$ cat config.mk
export PLATFORM = sky130hd
export DESIGN_NAME = hklt_queue
export DESIGN_NICKNAME = d
export VERILOG_FILES = /design/src/rtl/core/hklt_pkg.sv /design/src/rtl/core/hklt_queue.sv
export SDC_FILE = /design/constraint.sdc
export NUM_CORES = 1
export LEC_CHECK = 0
export ABC_AREA = 1
export ABC_CLOCK_PERIOD_IN_PS = 2300
export BUFFER_PORTS_ARGS = -buffer_cell sky130_fd_sc_hd__buf_2
export CORE_AREA = 10 10 96 98
export DETAILED_ROUTE_END_ITERATION = 10
export DIE_AREA = 0 0 106 108
export GPL_TIMING_DRIVEN = 0
export PLACE_DENSITY = 0.64
export SYNTH_ARGS = -nofsm -noshare
export SYNTH_HDL_FRONTEND = slang
export SYNTH_SLANG_ARGS = --single-unit
$ cat constraint.sdc
create_clock -name clk -period 2.3 [get_ports clk]
set_input_delay 0.46 -clock clk [delete_from_list [all_inputs] [get_ports clk]]
set_output_delay 0.46 -clock clk [all_outputs]
set_load 0.02 [all_outputs]
$ cat src/rtl/core/hklt_pkg.sv
package hklt_pkg;

  // Table geometry.
  localparam int TABLE_DEPTH = 256;
  localparam int IDX_W       = (TABLE_DEPTH > 1) ? $clog2(TABLE_DEPTH) : 1;
  localparam int CNT_W       = $clog2(TABLE_DEPTH + 1);

  // Depth of the queue between the hashing front end and the table engine.
  localparam int QUEUE_DEPTH = 2;
  localparam int QPTR_W      = (QUEUE_DEPTH > 1) ? $clog2(QUEUE_DEPTH) : 1;
  localparam int QCNT_W      = $clog2(QUEUE_DEPTH + 1);

  // Field widths of the words on the ports.
  localparam int HASH_W  = 32;
  localparam int ENTRY_W = 8;

  // Command codes on the request word.
  localparam logic [1:0] CMD_LOAD  = 2'd0;
  localparam logic [1:0] CMD_QUERY = 2'd1;
  localparam logic [1:0] CMD_CLEAR = 2'd2;

  // Kind codes on the response word.
  localparam logic [1:0] KIND_LOAD  = 2'd0;
  localparam logic [1:0] KIND_QUERY = 2'd1;
  localparam logic [1:0] KIND_CLEAR = 2'd2;

  // Request word: one key byte or a clear command.
  typedef struct packed {
    logic [1:0] cmd;
    logic [7:0] data_byte;
    logic       has_byte;
    logic       last;
  } req_word_t;

  // Response word.
  typedef struct packed {
    logic [1:0]         kind;
    logic               hit;
    logic [ENTRY_W-1:0] entry_index;
    logic [HASH_W-1:0]  key_hash;
    logic               table_full;
  } rsp_word_t;

  // Table operation handed from the front end to the table engine.
  typedef enum logic [1:0] {
    OP_LOAD,
    OP_QUERY,
    OP_CLEAR
  } job_op_t;

  typedef struct packed {
    job_op_t           op;
    logic [HASH_W-1:0] hash;
  } job_t;

endpackage

$ cat src/rtl/core/hklt_queue.sv
module hklt_queue
  import hklt_pkg::*;
(
  input  logic clk,
  input  logic rst,
  input  logic push_valid,
  output logic push_ready,
  input  job_t push_job,
  output logic pop_valid,
  input  logic pop_ready,
  output job_t pop_job
);

  job_t              slots [QUEUE_DEPTH];
  logic [QPTR_W-1:0] wr_ptr;
  logic [QPTR_W-1:0] rd_ptr;
  logic [QCNT_W-1:0] fill;
  logic              push;
  logic              pop;

  assign push_ready = (fill != QCNT_W'(QUEUE_DEPTH));
  assign pop_valid  = (fill != '0);
  assign push       = push_valid && push_ready;
  assign pop        = pop_valid && pop_ready;
  assign pop_job    = slots[rd_ptr];

  // Pointers and fill level.
  always_ff @(posedge clk) begin
    if (rst) begin
      wr_ptr <= '0;
      rd_ptr <= '0;
      fill   <= '0;
    end else begin
      if (push) begin
        wr_ptr <= (wr_ptr == QPTR_W'(QUEUE_DEPTH - 1)) ? '0 : wr_ptr + 1'b1;
      end
      if (pop) begin
        rd_ptr <= (rd_ptr == QPTR_W'(QUEUE_DEPTH - 1)) ? '0 : rd_ptr + 1'b1;
      end
      case ({push, pop})
        2'b10:   fill <= fill + 1'b1;
        2'b01:   fill <= fill - 1'b1;
        default: fill <= fill;
      endcase
    end
  end

  // Slot storage.
  always_ff @(posedge clk) begin
    if (push) begin
      slots[wr_ptr] <= push_job;
    end
  end

endmodule

==> results.toml, run 1 <==
[worst_setup_path]
rr_worst_depth = 5
cp.required_ns = 1.84
rr_endpoint = "slots[0][6]$_DFFE_PP_"
arrival_ns = 1.45
crit_type = "reg2out"
crit_chain = "buf_6, buf_12, mux2_4, buf_2"
end_kind = "output pin"
r2r-start = "fill[0]$_SDFFE_PP0P_"
cpPeakStageDelay_ns = 0.33
crit_fanout = 10
r2r_slack_ns = 0.57
start_kind = "flip-flop"
cpMaxStageDelayCell = "dfxtp_1"

[clock_tree]
clkTransAtPathRegs_ns = 0.08
cts_max_level = 3
ctsLongestPathBuffers = 2
clkLatencyLatePin_ns = 0.34
cts_hold_buf = 0
numCtsBuffers = 9
cts.sinks = 73
cts_tree = "yes"
cts_resized = 0
cts_setup_buffers = 0
cts-root-buf = "clkbuf_8"

[grt]
grt_busiest_layer = "met2"
overflow = 0
antenna_found_initial = 0
grt_use_total_pct = 9.62
grt_max_degree = 26
grt_pass1_vias = 1621
use_met1_pct = 10.7
grtUsageMet2_pct = 15.6
use_met3_pct = 3.69
grt_pass1_wl_um = 8460

[routing]
ant_nets = 0
drt-total-wl_um = 5270
first_iter_violations = 32
vias_per_cell = 4.30
drtPass1Iterations = 4
vias = 1449
avgRoutedWirePerCell_um = 15.6
drc_errors = 0

[finish]
nets = 269
multi_input_area_um2 = 622
antenna_cells = 0
drive_above_1_share_pct = 55.7
final-seq-area_um2 = 2140
stdcell_count = 337
syn_to_final_growth_pct = 26.0
nFillCells = 653

[placement]
dpl.hpwl_um = 3890
place_congestion = 0.762
numPortBuffers = 73
place_inst = 321
pre_cts_slack_ns = 0.502

[floorplanning]
start_util_pct = 38.3
core-area_um2 = 7450
io_pins = 74
die_w_um = 106
dieArea_um2 = 11400
rows = 32
die_h_um = 108

[power]
peakVddDrop_mv = 0.481
p_leak_nw = 1.43
p_total_mw = 3.55
power_density_nw_per_um2 = 989

[timing]
tightest_slew_ns = 0.597
drv_slew = 0
period_share_pct = 83.0
worst_slack_ns = 0.392
slew_headroom_pct = 60.1
setup_violations = 0
finalSetupTns_ns = 0
min_period_ns = 1.91
rsz0062_at_grt = "false"
fmax_ghz = 0.524
hold_viol = 0
fin_skew_ns = 0.00722
holdWs_ns = 0.305

[logic_synthesis]
ys_warn_count = 0
netlist_instances = 144
synth_nets = 183
ys_seq_elements = 73
avgSynthCellArea_um2 = 19.8
ys_seq_area_share_pct = 75.2
synth.distinct_cells = 15
syn_area_um2 = 2850

[min_path]
hold_start = "push_job[10]"
whs_path_depth = 1
hold_end = "slots[0][10]$_DFFE_PP_"
hold_class = "in2reg"

[run]
drv_cap = 0

[outcome]
status = "finished clean"
routing by layer:
layer  up-vias  share of wire, %
met3        10               7.0
met5         -                 0
met4         0               1.7
met2        47                50
li1        706                 -
met1       686                42
stage by stage:
| step | util [%] | area, um^2 |
|---|---|---|
| floorplan | - | 2850 |
| global placement | 44.9 | 3340 |
| detailed placement | 45.7 | 3410 |
| CTS | 48.2 | 3590 |
| global route | 48.2 | 3590 |
| finish | 48.2 | 3590 |
area by class of cell:
type | count | area share, %
clock inverter | 7 | 1.71
clock buffer | 9 | 3.45
sequential | 73 | 59.7
timing repair buffer | 75 | 11.5
inverter | 8 | 0.836
tap | 102 | 3.55
multi-input combinational | 59 | 17.3
buffer | 4 | 1.99
registers in the layout, summed over array words and instances (netlist names), named ones only:
| signal | count |
|---|---|
| fill | 2 |
| rd_ptr | 1 |
| slots | 68 |
| wr_ptr | 1 |
worst max-delay path, delay by kind of cell (launching register included):
| kind | cells | cell delay (ns) |
|---|---|---|
| flip-flops | 1 | 0.33 |
| multiplexers | 1 | 0.31 |
| buffers and inverters | 3 | 0.48 |
cell families after synthesis:
| kind of cell | after synthesis | synth area share, % |
|---|---|---|
| AO/OA/AOI/OAI | 5 | 0.878 |
| adder cells (fa/ha/maj) | 1 | 0.439 |
| buffers and inverters | 12 | 3.56 |
| flip-flops | 73 | 75.2 |
| multiplexers | 34 | 17.4 |
| AND/OR/NAND/NOR | 19 | 2.59 |
report_power, final:
part | internal (mW) | switching [mW]
Sequential | 1.62 | 0.0432
Clock | 0.489 | 0.452
Combinational | 0.433 | 0.512
cells in the final DEF (no fill, tap or decap):
| cell | synthesis | routed |
|---|---|---|
| a21oi_1 | 2 | 2 |
| clkbuf_8 | 0 | 9 |
| nand4_1 | 1 | 1 |
| nor2_1 | 10 | 8 |
| dfxtp_1 | 5 | 5 |
| buf_6 | 1 | 1 |
| ha_1 | 1 | 1 |
| buf_12 | 3 | 4 |
| clkinv_2 | 0 | 4 |
| inv_2 | 1 | 1 |
| mux2_2 | 4 | 4 |
| clkinvlp_4 | 0 | 1 |
| buf_16 | 0 | 1 |
| bufinv_16 | 0 | 1 |
| clkinv_1 | 0 | 1 |
| buf_2 | 0 | 73 |
| nor2_4 | 0 | 2 |
| edfxtp_1 | 68 | 68 |
| inv_1 | 7 | 7 |
| nand2_1 | 8 | 8 |
| o21ai_1 | 2 | 2 |
| mux2_4 | 30 | 30 |
| o21ai_0 | 1 | 1 |
cells in the mapped netlist:
master	n	area, um^2
a21oi_1	2	10.0
buf_12	3	60.1
buf_6	1	11.3
dfxtp_1	5	100
edfxtp_1	68	2040
ha_1	1	12.5
inv_1	7	26.3
inv_2	1	3.75
mux2_2	4	45.0
mux2_4	30	450
nand2_1	8	30.0
nand4_1	1	6.26
nor2_1	10	37.5
o21ai_0	1	5.00
o21ai_1	2	10.0
worst max-delay path by stage:
stage,start,to,slack (ns),cells after the start
after floorplan,fill[0]$_SDFFE_PP0P_,slots[0][0]$_DFFE_PP_,-0.31,4
after global placement,push_valid,slots[0][24]$_DFFE_PP_,-1.14,3
after detailed placement,push_valid,slots[0][20]$_DFFE_PP_,0.50,4
after CTS,flip-flop,pop_job[3],0.36,4
after global routing,flip-flop,pop_job[3],0.33,4
final,flip-flop,pop_job[3],0.39,4
Note: power is estimated with default switching activity, not from simulation.
==> run 2: changes to the inputs <==
Settings changed: ABC_CLOCK_PERIOD_IN_PS 2300 to 1800, PLACE_DENSITY 0.64 to 0.62.
Clock period 2.3 ns to 1.8 ns, I/O delays scaled along.
==> run 2 against run 1 <==
Clock skew decreased by 0.0017 ns. Largest power group unchanged. Via count increased by 1.1%. Critical path depth unchanged. Critical endpoint is now pop_job[6]. Design area increased by 6.1%. Worst setup slack got worse by 0.35 ns. Cell count increased by 0.30%. Die area unchanged.
==> results.toml, run 2 (synthesis gave the netlist of run 1 again) <==
[power]
peakVddDrop_mv = 0.638
power_density_nw_per_um2 = 1310
p_leak_nw = 1.51
p_total_mw = 4.99

[worst_setup_path]
end_kind = "output pin"
arrival_ns = 1.40
crit_type = "reg2out"
cp.required_ns = 1.44
start_kind = "flip-flop"
r2r_slack_ns = 0.16
crit_fanout = 10

[routing]
drc_errors = 0
first_iter_violations = 22
vias_per_cell = 4.33
ant_nets = 0
avgRoutedWirePerCell_um = 15.0
drt-total-wl_um = 5060
drtPass1Iterations = 4
vias = 1465

[clock_tree]
clkLatencyLatePin_ns = 0.33
cts.sinks = 73
cts_hold_buf = 0
cts_max_level = 3
numCtsBuffers = 9
ctsLongestPathBuffers = 2
cts-root-buf = "clkbuf_8"
clkTransAtPathRegs_ns = 0.07
cts_tree = "yes"

[finish]
top_register = "slots"
stdcell_count = 338
fin_util_pct = 51.2
fin_area_um2 = 3810
final_common_cell = "edfxtp_1"
syn_to_final_growth_pct = 33.7
final_cell_mix = "edfxtp_1 (68), buf_2 (48), mux2_4 (30)"
nFillCells = 643
largest_reg_flops = 68
antenna_cells = 0
reg_top3 = "slots: 68 flops, fill: 2 flops"
drive_above_1_share_pct = 55.9
nets = 270

[floorplanning]
die_h_um = 108
core-area_um2 = 7450
rows = 32
dieArea_um2 = 11400
io_pins = 74
start_util_pct = 38.3
die_w_um = 106

[grt]
overflow = 0
grt_max_degree = 24
grt_pass1_vias = 1568
antenna_found_initial = 0
grt_pass1_wl_um = 7710
grt_use_total_pct = 8.89

[timing]
tightest_slew_ns = 0.419
min_period_ns = 1.76
drv_slew = 0
period_share_pct = 97.9
fin_skew_ns = 0.00549
finalSetupTns_ns = 0
fmax_ghz = 0.567
hold_viol = 0
rsz0062_at_grt = "true"
setup_violations = 0
slew_headroom_pct = 72.0

[min_path]
hold_class = "in2reg"

[placement]
place_inst = 321
numPortBuffers = 73
dpl.hpwl_um = 3570
post_dp_cell_area_um2 = 3400
place_congestion = 0.678

[run]
drv_cap = 0

[outcome]
status = "finished clean"
## run 2: power breakdown
| part | leakage, nW | internal (mW) | switching (mW) |
|---|---|---|---|
| Clock | 0.114 | 0.914 | 0.555 |
| Sequential | 0.677 | 2.07 | 0.0545 |
| Combinational | 0.715 | 0.706 | 0.685 |
## run 2: routing by layer
metal / GRT usage [%] / part of all wire (%) / up-vias
li1: - / - / 714
met5: 0 / 0 / -
met2: 14.5 / 52 / 41
met3: 4.16 / 6.8 / 10
met1: 9.11 / 39 / 700
met4: 5.80 / 1.7 / 0
## run 2: worst paths after layout
path / from / end / cells after the start
min reg2reg: rd_ptr$_SDFFE_PP0P_ / flip-flop / 2
max reg2reg: fill[0]$_SDFFE_PP0P_ / slots[0][30]$_DFFE_PP_ / 5
min: push_job[1] / slots[1][1]$_DFFE_PP_ / 1
max: flip-flop / pop_job[6] / 4
## run 2: worst max-delay path: stages, from the launching register on
cell,delay [ns]
dfxtp_2,0.32
buf_6,0.13
buf_12,0.15
mux2_4,0.30
buf_2,0.16
## run 2: cell type report
class	count	area, um^2	area share (%)
buffer	4	71.3	1.87
clock buffer	10	128	3.35
clock inverter	6	106	2.79
inverter	8	30.0	0.788
multi-input combinational	59	622	16.3
sequential	73	2140	56.3
tap	102	128	3.35
timing repair buffer	76	582	15.3
## run 2: repair_timing
item / in CTS / in global routing
setup buffers: 1 / 0
gates resized for setup: 10 / 41
pin swaps: 0 / 0
setup endpoints to repair: 30 / 32
## run 2: per-stage QoR
step / setup WS, ns / hold WS, ns
floorplan: -0.269 / 0.459
global placement: -0.698 / 0.479
detailed placement: 0.157 / 0.492
CTS: 0.000397 / 0.181
global route: -0.0381 / 0.185
finish: 0.0379 / 0.210
