==> src/rtl/core/hklt_pkg.sv <==
package hklt_pkg;

  // Table geometry.
  localparam int TABLE_DEPTH = 256;
  localparam int IDX_W       = (TABLE_DEPTH > 1) ? $clog2(TABLE_DEPTH) : 1;
  localparam int CNT_W       = $clog2(TABLE_DEPTH + 1);

  // Depth of the queue between the hashing front end and the table engine.
  localparam int QUEUE_DEPTH = 2;
  localparam int QPTR_W      = (QUEUE_DEPTH > 1) ? $clog2(QUEUE_DEPTH) : 1;
  localparam int QCNT_W      = $clog2(QUEUE_DEPTH + 1);

  // Field widths of the words on the ports.
  localparam int HASH_W  = 32;
  localparam int ENTRY_W = 8;

  // Command codes on the request word.
  localparam logic [1:0] CMD_LOAD  = 2'd0;
  localparam logic [1:0] CMD_QUERY = 2'd1;
  localparam logic [1:0] CMD_CLEAR = 2'd2;

  // Kind codes on the response word.
  localparam logic [1:0] KIND_LOAD  = 2'd0;
  localparam logic [1:0] KIND_QUERY = 2'd1;
  localparam logic [1:0] KIND_CLEAR = 2'd2;

  // Request word: one key byte or a clear command.
  typedef struct packed {
    logic [1:0] cmd;
    logic [7:0] data_byte;
    logic       has_byte;
    logic       last;
  } req_word_t;

  // Response word.
  typedef struct packed {
    logic [1:0]         kind;
    logic               hit;
    logic [ENTRY_W-1:0] entry_index;
    logic [HASH_W-1:0]  key_hash;
    logic               table_full;
  } rsp_word_t;

  // Table operation handed from the front end to the table engine.
  typedef enum logic [1:0] {
    OP_LOAD,
    OP_QUERY,
    OP_CLEAR
  } job_op_t;

  typedef struct packed {
    job_op_t           op;
    logic [HASH_W-1:0] hash;
  } job_t;

endpackage

==> src/rtl/core/hklt_front.sv <==
module hklt_front
  import hklt_pkg::*;
(
  input  logic      clk,
  input  logic      rst,
  input  logic      req_valid,
  output logic      req_ready,
  input  req_word_t req,
  output logic      job_valid,
  input  logic      job_ready,
  output job_t      job
);

  localparam int MIX_SHL = 10;
  localparam int MIX_SHR = 6;
  localparam int FIN_SHL_A = 3;
  localparam int FIN_SHR = 11;
  localparam int FIN_SHL_B = 15;

  // One byte step of the one-at-a-time hash.
  function automatic logic [HASH_W-1:0] oaat_mix(input logic [HASH_W-1:0] h_in,
                                                 input logic [7:0] b);
    logic [HASH_W-1:0] h;
    h = h_in + {{(HASH_W-8){1'b0}}, b};
    h = h + (h << MIX_SHL);
    h = h ^ (h >> MIX_SHR);
    return h;
  endfunction

  // Finalizing avalanche of the one-at-a-time hash.
  function automatic logic [HASH_W-1:0] oaat_final(input logic [HASH_W-1:0] h_in);
    logic [HASH_W-1:0] h;
    h = h_in + (h_in << FIN_SHL_A);
    h = h ^ (h >> FIN_SHR);
    h = h + (h << FIN_SHL_B);
    return h;
  endfunction

  logic [HASH_W-1:0] running_hash;
  logic [HASH_W-1:0] mixed_hash;
  logic              fin_valid;
  job_op_t           fin_op;
  logic [HASH_W-1:0] fin_hash;
  logic              accept;
  logic              fin_load;

  // Mix the incoming byte into the running hash.
  assign mixed_hash = req.has_byte ? oaat_mix(running_hash, req.data_byte) : running_hash;

  // The staging register frees up in the cycle it hands its job on.
  assign req_ready = !fin_valid || job_ready;
  assign accept    = req_valid && req_ready;

  // A finished key or a clear command loads the staging register.
  always_comb begin
    fin_load = 1'b0;
    if (accept) begin
      case (req.cmd) inside
        CMD_LOAD, CMD_QUERY: fin_load = req.last;
        CMD_CLEAR:           fin_load = 1'b1;
        default:             fin_load = 1'b0;
      endcase
    end
  end

  // Running hash and staging valid.
  always_ff @(posedge clk) begin
    if (rst) begin
      running_hash <= '0;
      fin_valid    <= 1'b0;
    end else begin
      if (fin_load) begin
        fin_valid <= 1'b1;
      end else if (job_ready) begin
        fin_valid <= 1'b0;
      end
      if (accept) begin
        case (req.cmd) inside
          CMD_LOAD, CMD_QUERY: running_hash <= req.last ? '0 : mixed_hash;
          CMD_CLEAR:           running_hash <= '0;
          default:             running_hash <= running_hash;
        endcase
      end
    end
  end

  // Staged operation and its unfinalized hash.
  always_ff @(posedge clk) begin
    if (fin_load) begin
      fin_hash <= (req.cmd == CMD_CLEAR) ? '0 : mixed_hash;
      case (req.cmd)
        CMD_LOAD:  fin_op <= OP_LOAD;
        CMD_QUERY: fin_op <= OP_QUERY;
        default:   fin_op <= OP_CLEAR;
      endcase
    end
  end

  // The finalizing step runs on the way into the queue.
  assign job_valid = fin_valid;
  assign job.op    = fin_op;
  assign job.hash  = oaat_final(fin_hash);

endmodule

==> config.mk <==
export PLATFORM = sky130hd
export DESIGN_NAME = hklt_front
export DESIGN_NICKNAME = d
export VERILOG_FILES = /design/src/rtl/core/hklt_pkg.sv /design/src/rtl/core/hklt_front.sv
export SDC_FILE = /design/constraint.sdc
export NUM_CORES = 1
export LEC_CHECK = 0
export BUFFER_PORTS_ARGS = -buffer_cell sky130_fd_sc_hd__buf_4
export CAP_MARGIN = 10
export CORE_ASPECT_RATIO = 0.6
export CORE_MARGIN = 1.5
export CORE_UTILIZATION = 54
export CTS_CLUSTER_SIZE = 10
export DETAILED_ROUTE_END_ITERATION = 8
export HOLD_SLACK_MARGIN = 0.03
export PLACE_DENSITY = 0.76
export SLEW_MARGIN = 20
export SYNTH_ARGS = -nofsm -noshare
export SYNTH_HDL_FRONTEND = slang
export SYNTH_SLANG_ARGS = --single-unit
==> constraint.sdc <==
create_clock -name clk -period 5.23 [get_ports clk]
set_input_delay 0.2615 -clock clk [delete_from_list [all_inputs] [get_ports clk]]
set_output_delay 0.2615 -clock clk [all_outputs]
set_load 0.1 [all_outputs]
==> results of run 1 <==
## worst reg2reg max path: cells and delay by family (launching register included)
family / cells / cell delay, ns
adders and majority gates: 4 / 0.89
AOI/OAI and AO/OA: 9 / 1.52
DFF: 1 / 0.37
and+or+nand+nor: 6 / 0.68
muxes: 1 / 0.18
xor gates and xnor gates: 3 / 0.66
buffers and inverters: 5 / 0.41
## final timing paths
| kind | start | endpoint | depth (start not counted) |
|---|---|---|---|
| hold / removal | req[11] | fin_op[1]$_DFFE_PP_ | 1 |
| setup / recovery | fin_hash[7]$_SDFFCE_PN0P_ | job[31] | 28 |
| hold reg to reg | running_hash[25]$_SDFFE_PP0P_ | running_hash[25]$_SDFFE_PP0P_ | 2 |
| setup reg to reg | running_hash[0]$_SDFFE_PP0P_ | fin_hash[12]$_SDFFCE_PN0P_ | 28 |
## stage by stage
stage / util / area [µm²] / hold WS [ns] / instances
after floorplan: - / 7560 / 0.428 / 818
after global placement: 0.699 / 8950 / 0.481 / 1135
after detailed placement: 0.699 / 8950 / 0.492 / 1135
after CTS: 0.764 / 9790 / 0.138 / 1180
after global routing: 0.788 / 10100 / 0.142 / 1187
final: 0.788 / 10100 / 0.140 / 1187
## state kept, by name, summed over array words and instances, names as in the netlist
register	count
running_hash	32
fin_op	2
fin_hash	32
job_valid	1
## synth_stat cells, types with 11 or more instances
cell | number | area, µm²
o21bai_1 | 13 | 97.6
nand3_1 | 13 | 65.1
nand2_1 | 61 | 229
o21ai_0 | 40 | 200
xnor2_1 | 84 | 736
nor2_1 | 81 | 304
clkbuf_1 | 16 | 60.1
a21oi_1 | 60 | 300
ha_1 | 72 | 901
nor3_1 | 11 | 55.1
inv_1 | 33 | 124
mux2i_1 | 14 | 140
edfxtp_1 | 34 | 1020
dfxtp_1 | 33 | 661
xor2_1 | 51 | 447
a21o_1 | 25 | 188
nor2b_1 | 11 | 68.8
## layer usage
layer  global-route usage  vias up  wire [µm]
met5                    0        -          0
met2                0.560      384      11000
met1                0.499     3492      10800
met3               0.0899       58       2370
li1                     -     3323          -
met4               0.0744        0        505
## power by group through the flow
stage | clock (mW) | combinational (mW) | sequential, mW
after detailed placement | 0 | 4.34 | 0.605
final | 0.685 | 5.07 | 0.596
after CTS | 0.669 | 4.87 | 0.594
after global routing | 0.702 | 5.23 | 0.597
after floorplan | 0 | 3.39 | 0.611
after global placement | 0 | 4.27 | 0.604
## timing repair
item,in CTS,in global routing
cloned,0,0
buffers inserted,35,12
pin swaps,40,46
endpoints found under the setup margin,22,50
resized for setup,60,51
## area by class of cell
class	count	area share
multi-input cells	695	0.601
flip-flops and latches	67	0.167
repair buffers	206	0.166
clock buffers	10	0.0237
well taps	170	0.0211
inverters	33	0.0123
clock inverters	6	0.00855
## kinds of logic (layout without fill, tap and decap cells)
kind of cell | Yosys count | after routing | synth area share
AND/OR/NAND/NOR | 238 | 238 | 0.164
AO/OA/AOI/OAI | 221 | 221 | 0.214
XOR/XNOR | 144 | 144 | 0.191
adder cells (fa/ha/maj) | 77 | 77 | 0.140
flip-flops | 67 | 67 | 0.238
buffers and inverters | 56 | 255 | 0.0314
multiplexers | 15 | 15 | 0.0214
==> results.toml, run 1 <==
[synth]
ys_warn_count = 0
synth_enable_flop_cells = 34
synth-main-ff-cell = "edfxtp_1"
syn_area_mm2 = 0.00706
syn_nets = 910
syn_inst = 818
synth_seq_cells = 67
ys_seq_area_frac = 0.238
ys_types = 79
avgSynthCellArea_um2 = 8.63
async_flop_share = 0

[clock_tree]
cts.sinks = 67
tritoncts = "yes"
cts_root_buffer = "clkbuf_16"
cts_made_buffers = 9
cts.clk_slew.worst_paths_ns = 0.07
ctsHtreeMaxLevel = 3
clk_latency_ns = 0.35
clk_path_buf_depth = 2
cts_hold_buf = 0

[finish]
num_antenna_cells = 0
multi_input_area_mm2 = 0.00607
syn_to_final_growth_pct = 43.0
final_common_cell = "buf_4"
layout_common_cells = "buf_4 (190), nor2_1 (77), ha_1 (64), xnor2_1 (58), nand2_1 (57)"
register_area_mm2 = 0.00169
drive_gt1_frac = 0.366
nNetsFinal = 1104
fillers = 796

[global_route]
grt_pass1_wl_um = 37600
grt_pass1_vias = 7071
grt_usage = 0.358
grt_max_degree = 48
grt-ovfl-total = 0
antenna_found_initial = 0

[sta]
finalCriticalPeriod_ns = 6.04
fin_ws_ns = -0.806
hold_viol = 0
rsz0062_at_grt = "true"
tightestPinTransition_ns = 0.953
fmax_ghz = 0.166
slew-limit-headroom = 0.362
finalCritPeriodShare = 1.15
setup_viol = 9
setup_tns_ns = -4.26
finClkSkew_ns = 0.0153
drv_slew = 0

[floorplanning]
core-area_mm2 = 0.0128
rows = 32
die_area_mm2 = 0.0138
die_x_um = 151
start_util = 0.551
die_h_um = 91.6
io_pins = 52

[route]
drt_iter0_drc = 667
first_pass_iters = 5
viasPerCell = 6.11
drt-total-wl_um = 24700
wire_per_inst_um = 20.8
drcViolationCount = 0
via_count = 7257
ant_nets = 0

[pwr]
p_sw_frac = 0.565
p_clk_frac = 0.108
combPwrFrac = 0.798
total_leakage_power_nw = 4.56
p_switching_mw = 3.59
internal_power_mw = 2.76
finalPower_mw = 6.36
seqPwrFrac = 0.094
ir_drop_mv = 1.44
power_density_mw_per_mm2 = 629

[worst_setup_path]
r2r_setup_slack_ns = 0.23
cp_top_family = "compound AO/OA/AOI/OAI gates"
critPathBufInv = 2
required_ns = 4.97
start_kind = "flip-flop"
max_stage_delay_ns = 0.44
criticalPathCategory = "flip-flop to primary output"
crit_arrival_ns = 5.77
timing.critical_path.mode_cell = "a21oi_2"
slowest_stage = "edfxtp_1"
crit_path_end_kind = "primary output"
crit_path_max_fanout = 3

[job]
maxCapViolations = 0

[placement]
post-place-ws_ns = -0.760
numPortBuffers = 51
dpl.hpwl_um = 17900
place_congestion = 0.996

[min_path]
hold_path.class = "input pin to flip-flop"

[run_status]
violations = "negative setup slack"
run_status = "finished, violations left"
Note: power is estimated with default switching activity, not from simulation.
==> run 2: changes to the inputs <==
--- a/config.mk
+++ b/config.mk
@@ -7,13 +7,15 @@
 export LEC_CHECK = 0
 export BUFFER_PORTS_ARGS = -buffer_cell sky130_fd_sc_hd__buf_4
 export CAP_MARGIN = 10
+export CELL_PAD_IN_SITES_DETAIL_PLACEMENT = 1
+export CELL_PAD_IN_SITES_GLOBAL_PLACEMENT = 1
 export CORE_ASPECT_RATIO = 0.6
 export CORE_MARGIN = 1.5
-export CORE_UTILIZATION = 54
+export CORE_UTILIZATION = 43
 export CTS_CLUSTER_SIZE = 10
 export DETAILED_ROUTE_END_ITERATION = 8
-export HOLD_SLACK_MARGIN = 0.03
-export PLACE_DENSITY = 0.76
+export PLACE_DENSITY_LB_ADDON = 0.1
+export RECOVER_POWER = 100
 export SLEW_MARGIN = 20
 export SYNTH_ARGS = -nofsm -noshare
 export SYNTH_HDL_FRONTEND = slang
==> run 2 against run 1 <==
The run ends with max-capacitance violations, max-slew violations, negative setup slack left; combinational power is 5.3% higher; wire length rose by 39%; clock skew decreased by 0.00053 ns; highest routed layer unchanged.
==> results.toml, run 2 (synthesis gave the netlist of run 1 again) <==
[run_status]
run_status = "finished, violations left"
violations = "max-capacitance violations, max-slew violations, negative setup slack"

[global_route]
grt-ovfl-total = 0
antenna_found_initial = 0
grt_max_degree = 48
grt_pass1_wl_um = 47200
grt_usage = 0.365
grt_pass1_vias = 7962

[min_path]
hold_path.class = "input pin to flip-flop"

[pwr]
power_density_mw_per_mm2 = 628
combPwrFrac = 0.813
p_switching_mw = 3.76
p_clk_frac = 0.096
ir_drop_mv = 1.07
p_sw_frac = 0.572
seqPwrFrac = 0.091
total_leakage_power_nw = 4.77
internal_power_mw = 2.81

[worst_setup_path]
slowest_stage = "edfxtp_1"
crit_path_max_fanout = 2
r2r_cells = 20
timing.critical_path.mode_cell = "a21oi_2"
criticalPathCategory = "flip-flop to primary output"
cp-endpoint = "job[31]"
timing.rr.end = "fin_hash[17]$_SDFFCE_PN0P_"
r2r-start = "running_hash[2]$_SDFFE_PP0P_"
crit_path_end_kind = "primary output"
crit_arrival_ns = 6.01
max_stage_delay_ns = 0.46
start_kind = "flip-flop"
r2r_setup_slack_ns = -0.49
required_ns = 4.97
critPathLaunch = "fin_hash[4]$_SDFFCE_PN0P_"

[clock_tree]
cts_made_buffers = 9
cts_hold_buf = 0
ctsHtreeMaxLevel = 3
cts.sinks = 67
cts_root_buffer = "clkbuf_16"
clk_latency_ns = 0.35
cts.clk_slew.worst_paths_ns = 0.07
clk_path_buf_depth = 2
tritoncts = "yes"

[sta]
hold_slack_ns = 0.268
setup_viol = 58
drv_slew = 35
finalCritPeriodShare = 1.20
finClkSkew_ns = 0.0147
tightestPinTransition_ns = 2.20
slew-limit-headroom = -0.466
rsz0062_at_grt = "true"
fin_ws_ns = -1.04
setup_tns_ns = -20.93
fmax_ghz = 0.159
hold_viol = 0
finalCriticalPeriod_ns = 6.27

[finish]
layout_common_cells = "buf_4 (226), nor2_1 (76), ha_1 (66), nand2_1 (58), xnor2_1 (56)"
top_regs = "fin_hash x32, running_hash x32, fin_op x2"
nNetsFinal = 1148
syn_to_final_growth_pct = 48.3
final_common_cell = "buf_4"
num_antenna_cells = 0
fin_util = 0.650
drive_gt1_frac = 0.390
fillers = 1799

[route]
via_count = 7952
viasPerCell = 6.26
first_pass_iters = 5
drt-total-wl_um = 34400
drt_iter0_drc = 796
ant_nets = 0
drcViolationCount = 0
wire_per_inst_um = 27.1

[floorplanning]
io_pins = 52
start_util = 0.438
core-area_mm2 = 0.0161
rows = 36
die_area_mm2 = 0.0172
die_x_um = 168
die_h_um = 102

[placement]
place_congestion = 0.904
numPortBuffers = 51
dpl.hpwl_um = 21500

[job]
maxCapViolations = 1
==> run 2: cell count changes in the layout (fill, tap and decap cells not counted), moves of 3 or more <==
cell / previous run / this run
buf_4: 190 / 226
o21ai_1: 9 / 6
clkbuf_1: 0 / 8
o21ai_0: 30 / 33
nor2b_1: 8 / 5
==> run 2: power groups by stage <==
stage	Combinational [mW]	Sequential, mW	Clock, mW
2_1_floorplan	3.39	0.611	0
3_3_place_gp	4.35	0.604	0
3_5_place_dp	4.46	0.605	0
4_1_cts	4.98	0.594	0.611
5_1_grt	5.47	0.600	0.646
6_report	5.34	0.598	0.634
==> run 2: cell type report <==
cell class / count / area, µm² / area share
multi-input combinational: 695 / 6120 / 0.584
timing repair buffer: 250 / 1990 / 0.190
sequential: 67 / 1680 / 0.161
tap: 209 / 262 / 0.0250
clock buffer: 9 / 225 / 0.0215
inverter: 33 / 126 / 0.0121
clock inverter: 7 / 68.8 / 0.00657
==> run 2: metrics by stage <==
stage               setup WS (ns)  cell area (µm²)  power, mW  cells
finish                      -1.04            10500       6.57   1270
global route                -1.19            10500       6.72   1270
CTS                        -0.685            10100       6.19   1257
detailed placement         -0.702             9240       5.06   1205
global placement           -0.376             9230       4.95   1205
floorplan                  -0.299             7560       4.00    818
==> run 2: metal layers <==
metal  track usage  vias up  routed length (µm)
met3        0.0844      128                2790
met4         0.115        0                1400
li1              -     3413                   -
met1         0.470     3932               14200
met5             0        -                   0
met2         0.614      479               16000
==> run 2: worst max-delay path, delay by kind of cell, from the launching register on <==
family	cells	cell delay, ns
flops	1	0.46
buf+inv	7	0.97
fa+ha+maj	2	0.66
simple gates	3	0.33
xor+xnor	3	0.72
compound gates	15	2.50
==> run 2: worst min path at each step <==
stage            start             endpoint  slack [ns]  depth (start not counted)
5_1_grt        req[11]  fin_op[1]$_DFFE_PP_        0.28                          1
2_1_floorplan  req[11]  fin_op[1]$_DFFE_PP_        0.43                          1
6_report       req[10]  fin_op[0]$_DFFE_PP_        0.27                          2
4_1_cts        req[11]  fin_op[1]$_DFFE_PP_        0.14                          1
3_3_place_gp   req[11]  fin_op[1]$_DFFE_PP_        0.48                          1
3_5_place_dp   req[11]  fin_op[1]$_DFFE_PP_        0.49                          1
==> run 2: timing repair <==
action / 4_1_cts / 5_1_grt
hold endpoints to repair: 0 / 0
endpoints found under the setup margin: 28 / 57
setup buffers: 40 / 19
resized for setup: 63 / 75
pin swaps: 42 / 46
==> run 3: changes to the inputs <==
--- a/config.mk
+++ b/config.mk
@@ -5,15 +5,15 @@
 export SDC_FILE = /design/constraint.sdc
 export NUM_CORES = 1
 export LEC_CHECK = 0
-export BUFFER_PORTS_ARGS = -buffer_cell sky130_fd_sc_hd__buf_4
 export CAP_MARGIN = 10
 export CELL_PAD_IN_SITES_DETAIL_PLACEMENT = 1
 export CELL_PAD_IN_SITES_GLOBAL_PLACEMENT = 1
 export CORE_ASPECT_RATIO = 0.6
 export CORE_MARGIN = 1.5
-export CORE_UTILIZATION = 43
+export CORE_UTILIZATION = 25
 export CTS_CLUSTER_SIZE = 10
 export DETAILED_ROUTE_END_ITERATION = 8
+export DONT_BUFFER_PORTS = 1
 export PLACE_DENSITY_LB_ADDON = 0.1
 export RECOVER_POWER = 100
 export SLEW_MARGIN = 20
==> run 3 against run 2 <==
Setup slack improved by 0.33 ns; power fell by 6.8%; combinational power fell by 7.3%; worst hold slack got worse by 0.16 ns; die area rose by 70%; sequential share of layout area fell by 0.17 points; cell count rose by 13%; clock skew fell by 0.0075 ns; via count fell by 12%; the run still ends with max-capacitance violations, max-slew violations, negative setup slack left; largest cell class unchanged; non-clock buffer count rose by 3; sequential cell count did not move; register-to-register slack improved by 0.33 ns; highest routed layer unchanged.
==> results.toml, run 3 (synthesis gave the netlist of run 1 again) <==
[sta]
finalCriticalPeriod_ns = 5.94
hold_slack_ns = 0.105
fin_ws_ns = -0.715
slew-limit-headroom = -0.287
setup_tns_ns = -5.08
finClkSkew_ns = 0.00726
fmax_ghz = 0.168
tightestPinTransition_ns = 1.93
finalCritPeriodShare = 1.14
setup_viol = 23
drv_slew = 35
hold_viol = 0
rsz0062_at_grt = "true"

[pwr]
total_leakage_power_nw = 4.74
p_switching_mw = 3.54
seqPwrFrac = 0.099
power_density_mw_per_mm2 = 579
finalPower_mw = 6.12
ir_drop_mv = 0.536
internal_power_mw = 2.59
p_sw_frac = 0.578
p_clk_frac = 0.093
combPwrFrac = 0.808

[global_route]
grt_max_degree = 48
grt_pass1_wl_um = 43500
grt_usage = 0.197
grt-ovfl-total = 0
antenna_found_initial = 0
grt_pass1_vias = 7387

[placement]
numPortBuffers = 0
placed_cells = 1373
dpl_cell_area_mm2 = 0.00963
post-place-ws_ns = -0.738
dpl.hpwl_um = 22900
place_congestion = 0.842

[clock_tree]
cts_root_buffer = "clkbuf_16"
clk_path_buf_depth = 2
tritoncts = "yes"
cts.clk_slew.worst_paths_ns = 0.06
clk_latency_ns = 0.34
cts_made_buffers = 9
cts.sinks = 67
ctsHtreeMaxLevel = 3

[route]
met3_length_um = 945
via_count = 7002
drt-total-wl_um = 28100
wire_per_inst_um = 19.7
drcViolationCount = 0
wl_met1_um = 15400
first_pass_iters = 5
ant_nets = 0
wl_met2_um = 11600
drt_iter0_drc = 346
viasPerCell = 4.89
top_layer = "met4"

[finish]
syn_to_final_growth_pct = 49.9
stdcell_area_mm2 = 0.0106
top_regs = "fin_hash x32, running_hash x32, fin_op x2"
fin_util = 0.383
final_common_cell = "buf_4"
num_antenna_cells = 0
register_area_mm2 = 0.00168
layout_common_cells = "buf_4 (222), nor2_1 (76), ha_1 (64), nand2_1 (57), xnor2_1 (52)"
nNetsFinal = 1151
fillers = 3184
multi_input_area_mm2 = 0.00610
drive_gt1_frac = 0.383
final_cells = 1431

[worst_setup_path]
r2r-start = "running_hash[0]$_SDFFE_PP0P_"
required_ns = 4.97
crit_path_end_kind = "primary output"
r2r_setup_slack_ns = -0.16
r2r_cells = 29
slowest_stage = "edfxtp_1"
timing.critical_path.mode_cell = "a21oi_2"
crit_arrival_ns = 5.68
critPathBufInv = 1
crit_path_max_fanout = 2
max_stage_delay_ns = 0.40
criticalPathCategory = "flip-flop to primary output"
start_kind = "flip-flop"
timing.rr.end = "fin_hash[20]$_SDFFCE_PN0P_"
cp.depth = 28
cp_top_family = "compound AO/OA/AOI/OAI gates"
cp-endpoint = "job[31]"
critPathLaunch = "fin_hash[3]$_SDFFCE_PN0P_"

[floorplanning]
die_x_um = 220
core-area_mm2 = 0.0276
die_h_um = 133
die_area_mm2 = 0.0293
rows = 47
io_pins = 52
start_util = 0.255

[min_path]
hold_path.class = "input pin to flip-flop"

[run_status]
violations = "max-capacitance violations, max-slew violations, negative setup slack"
run_status = "finished, violations left"

[job]
maxCapViolations = 1
run 3: per-layer routing:
metal	vias to the layer above	global-route usage
li1	3406	-
met1	3481	0.312
met2	97	0.280
met3	18	0.0313
met4	0	0.0299
met5	-	0
run 3: how the worst min path moves through the flow:
stage	from	endpoint	slack, ns	depth (start not counted)
floorplan	req[11]	fin_op[1]$_DFFE_PP_	0.43	1
global placement	rst	job_valid$_SDFFE_PP0P_	0.33	1
detailed placement	rst	job_valid$_SDFFE_PP0P_	0.34	1
CTS	req[11]	fin_op[0]$_DFFE_PP_	0.09	1
global route	req[11]	fin_op[0]$_DFFE_PP_	0.08	1
finish	req[11]	fin_op[0]$_DFFE_PP_	0.10	1
run 3: area by class of cell:
type / instances / share of cell area
multi-input combinational: 695 / 0.576
inverter: 33 / 0.0117
clock inverter: 6 / 0.00390
clock buffer: 10 / 0.0216
timing repair buffer: 253 / 0.185
tap: 367 / 0.0434
sequential: 67 / 0.159
run 3: power groups by stage:
| stage | Clock, mW | Sequential [mW] | Combinational (mW) |
|---|---|---|---|
| floorplan | 0 | 0.611 | 3.39 |
| detailed placement | 0 | 0.617 | 4.70 |
| global placement | 0 | 0.616 | 4.63 |
| global route | 0.613 | 0.609 | 5.15 |
| finish | 0.567 | 0.606 | 4.95 |
| CTS | 0.586 | 0.606 | 4.96 |
run 3: worst register-to-register path: cells and delay by family (launching register included):
| family | cells | cell delay (ns) |
|---|---|---|
| AOI/OAI and AO/OA | 11 | 1.68 |
| xor gates and xnor gates | 3 | 0.52 |
| and+or+nand+nor | 5 | 0.64 |
| DFF | 1 | 0.35 |
| buffers and inverters | 6 | 0.66 |
| adders and majority gates | 4 | 1.26 |
run 3: timing repair:
action                                  4_1_cts  5_1_grt
endpoints found under the setup margin       34       47
pin swaps                                    42       49
gates resized for setup                      52       44
endpoints found under the hold margin        17        0
buffers inserted                             36       16
hold buffers                                  2        0
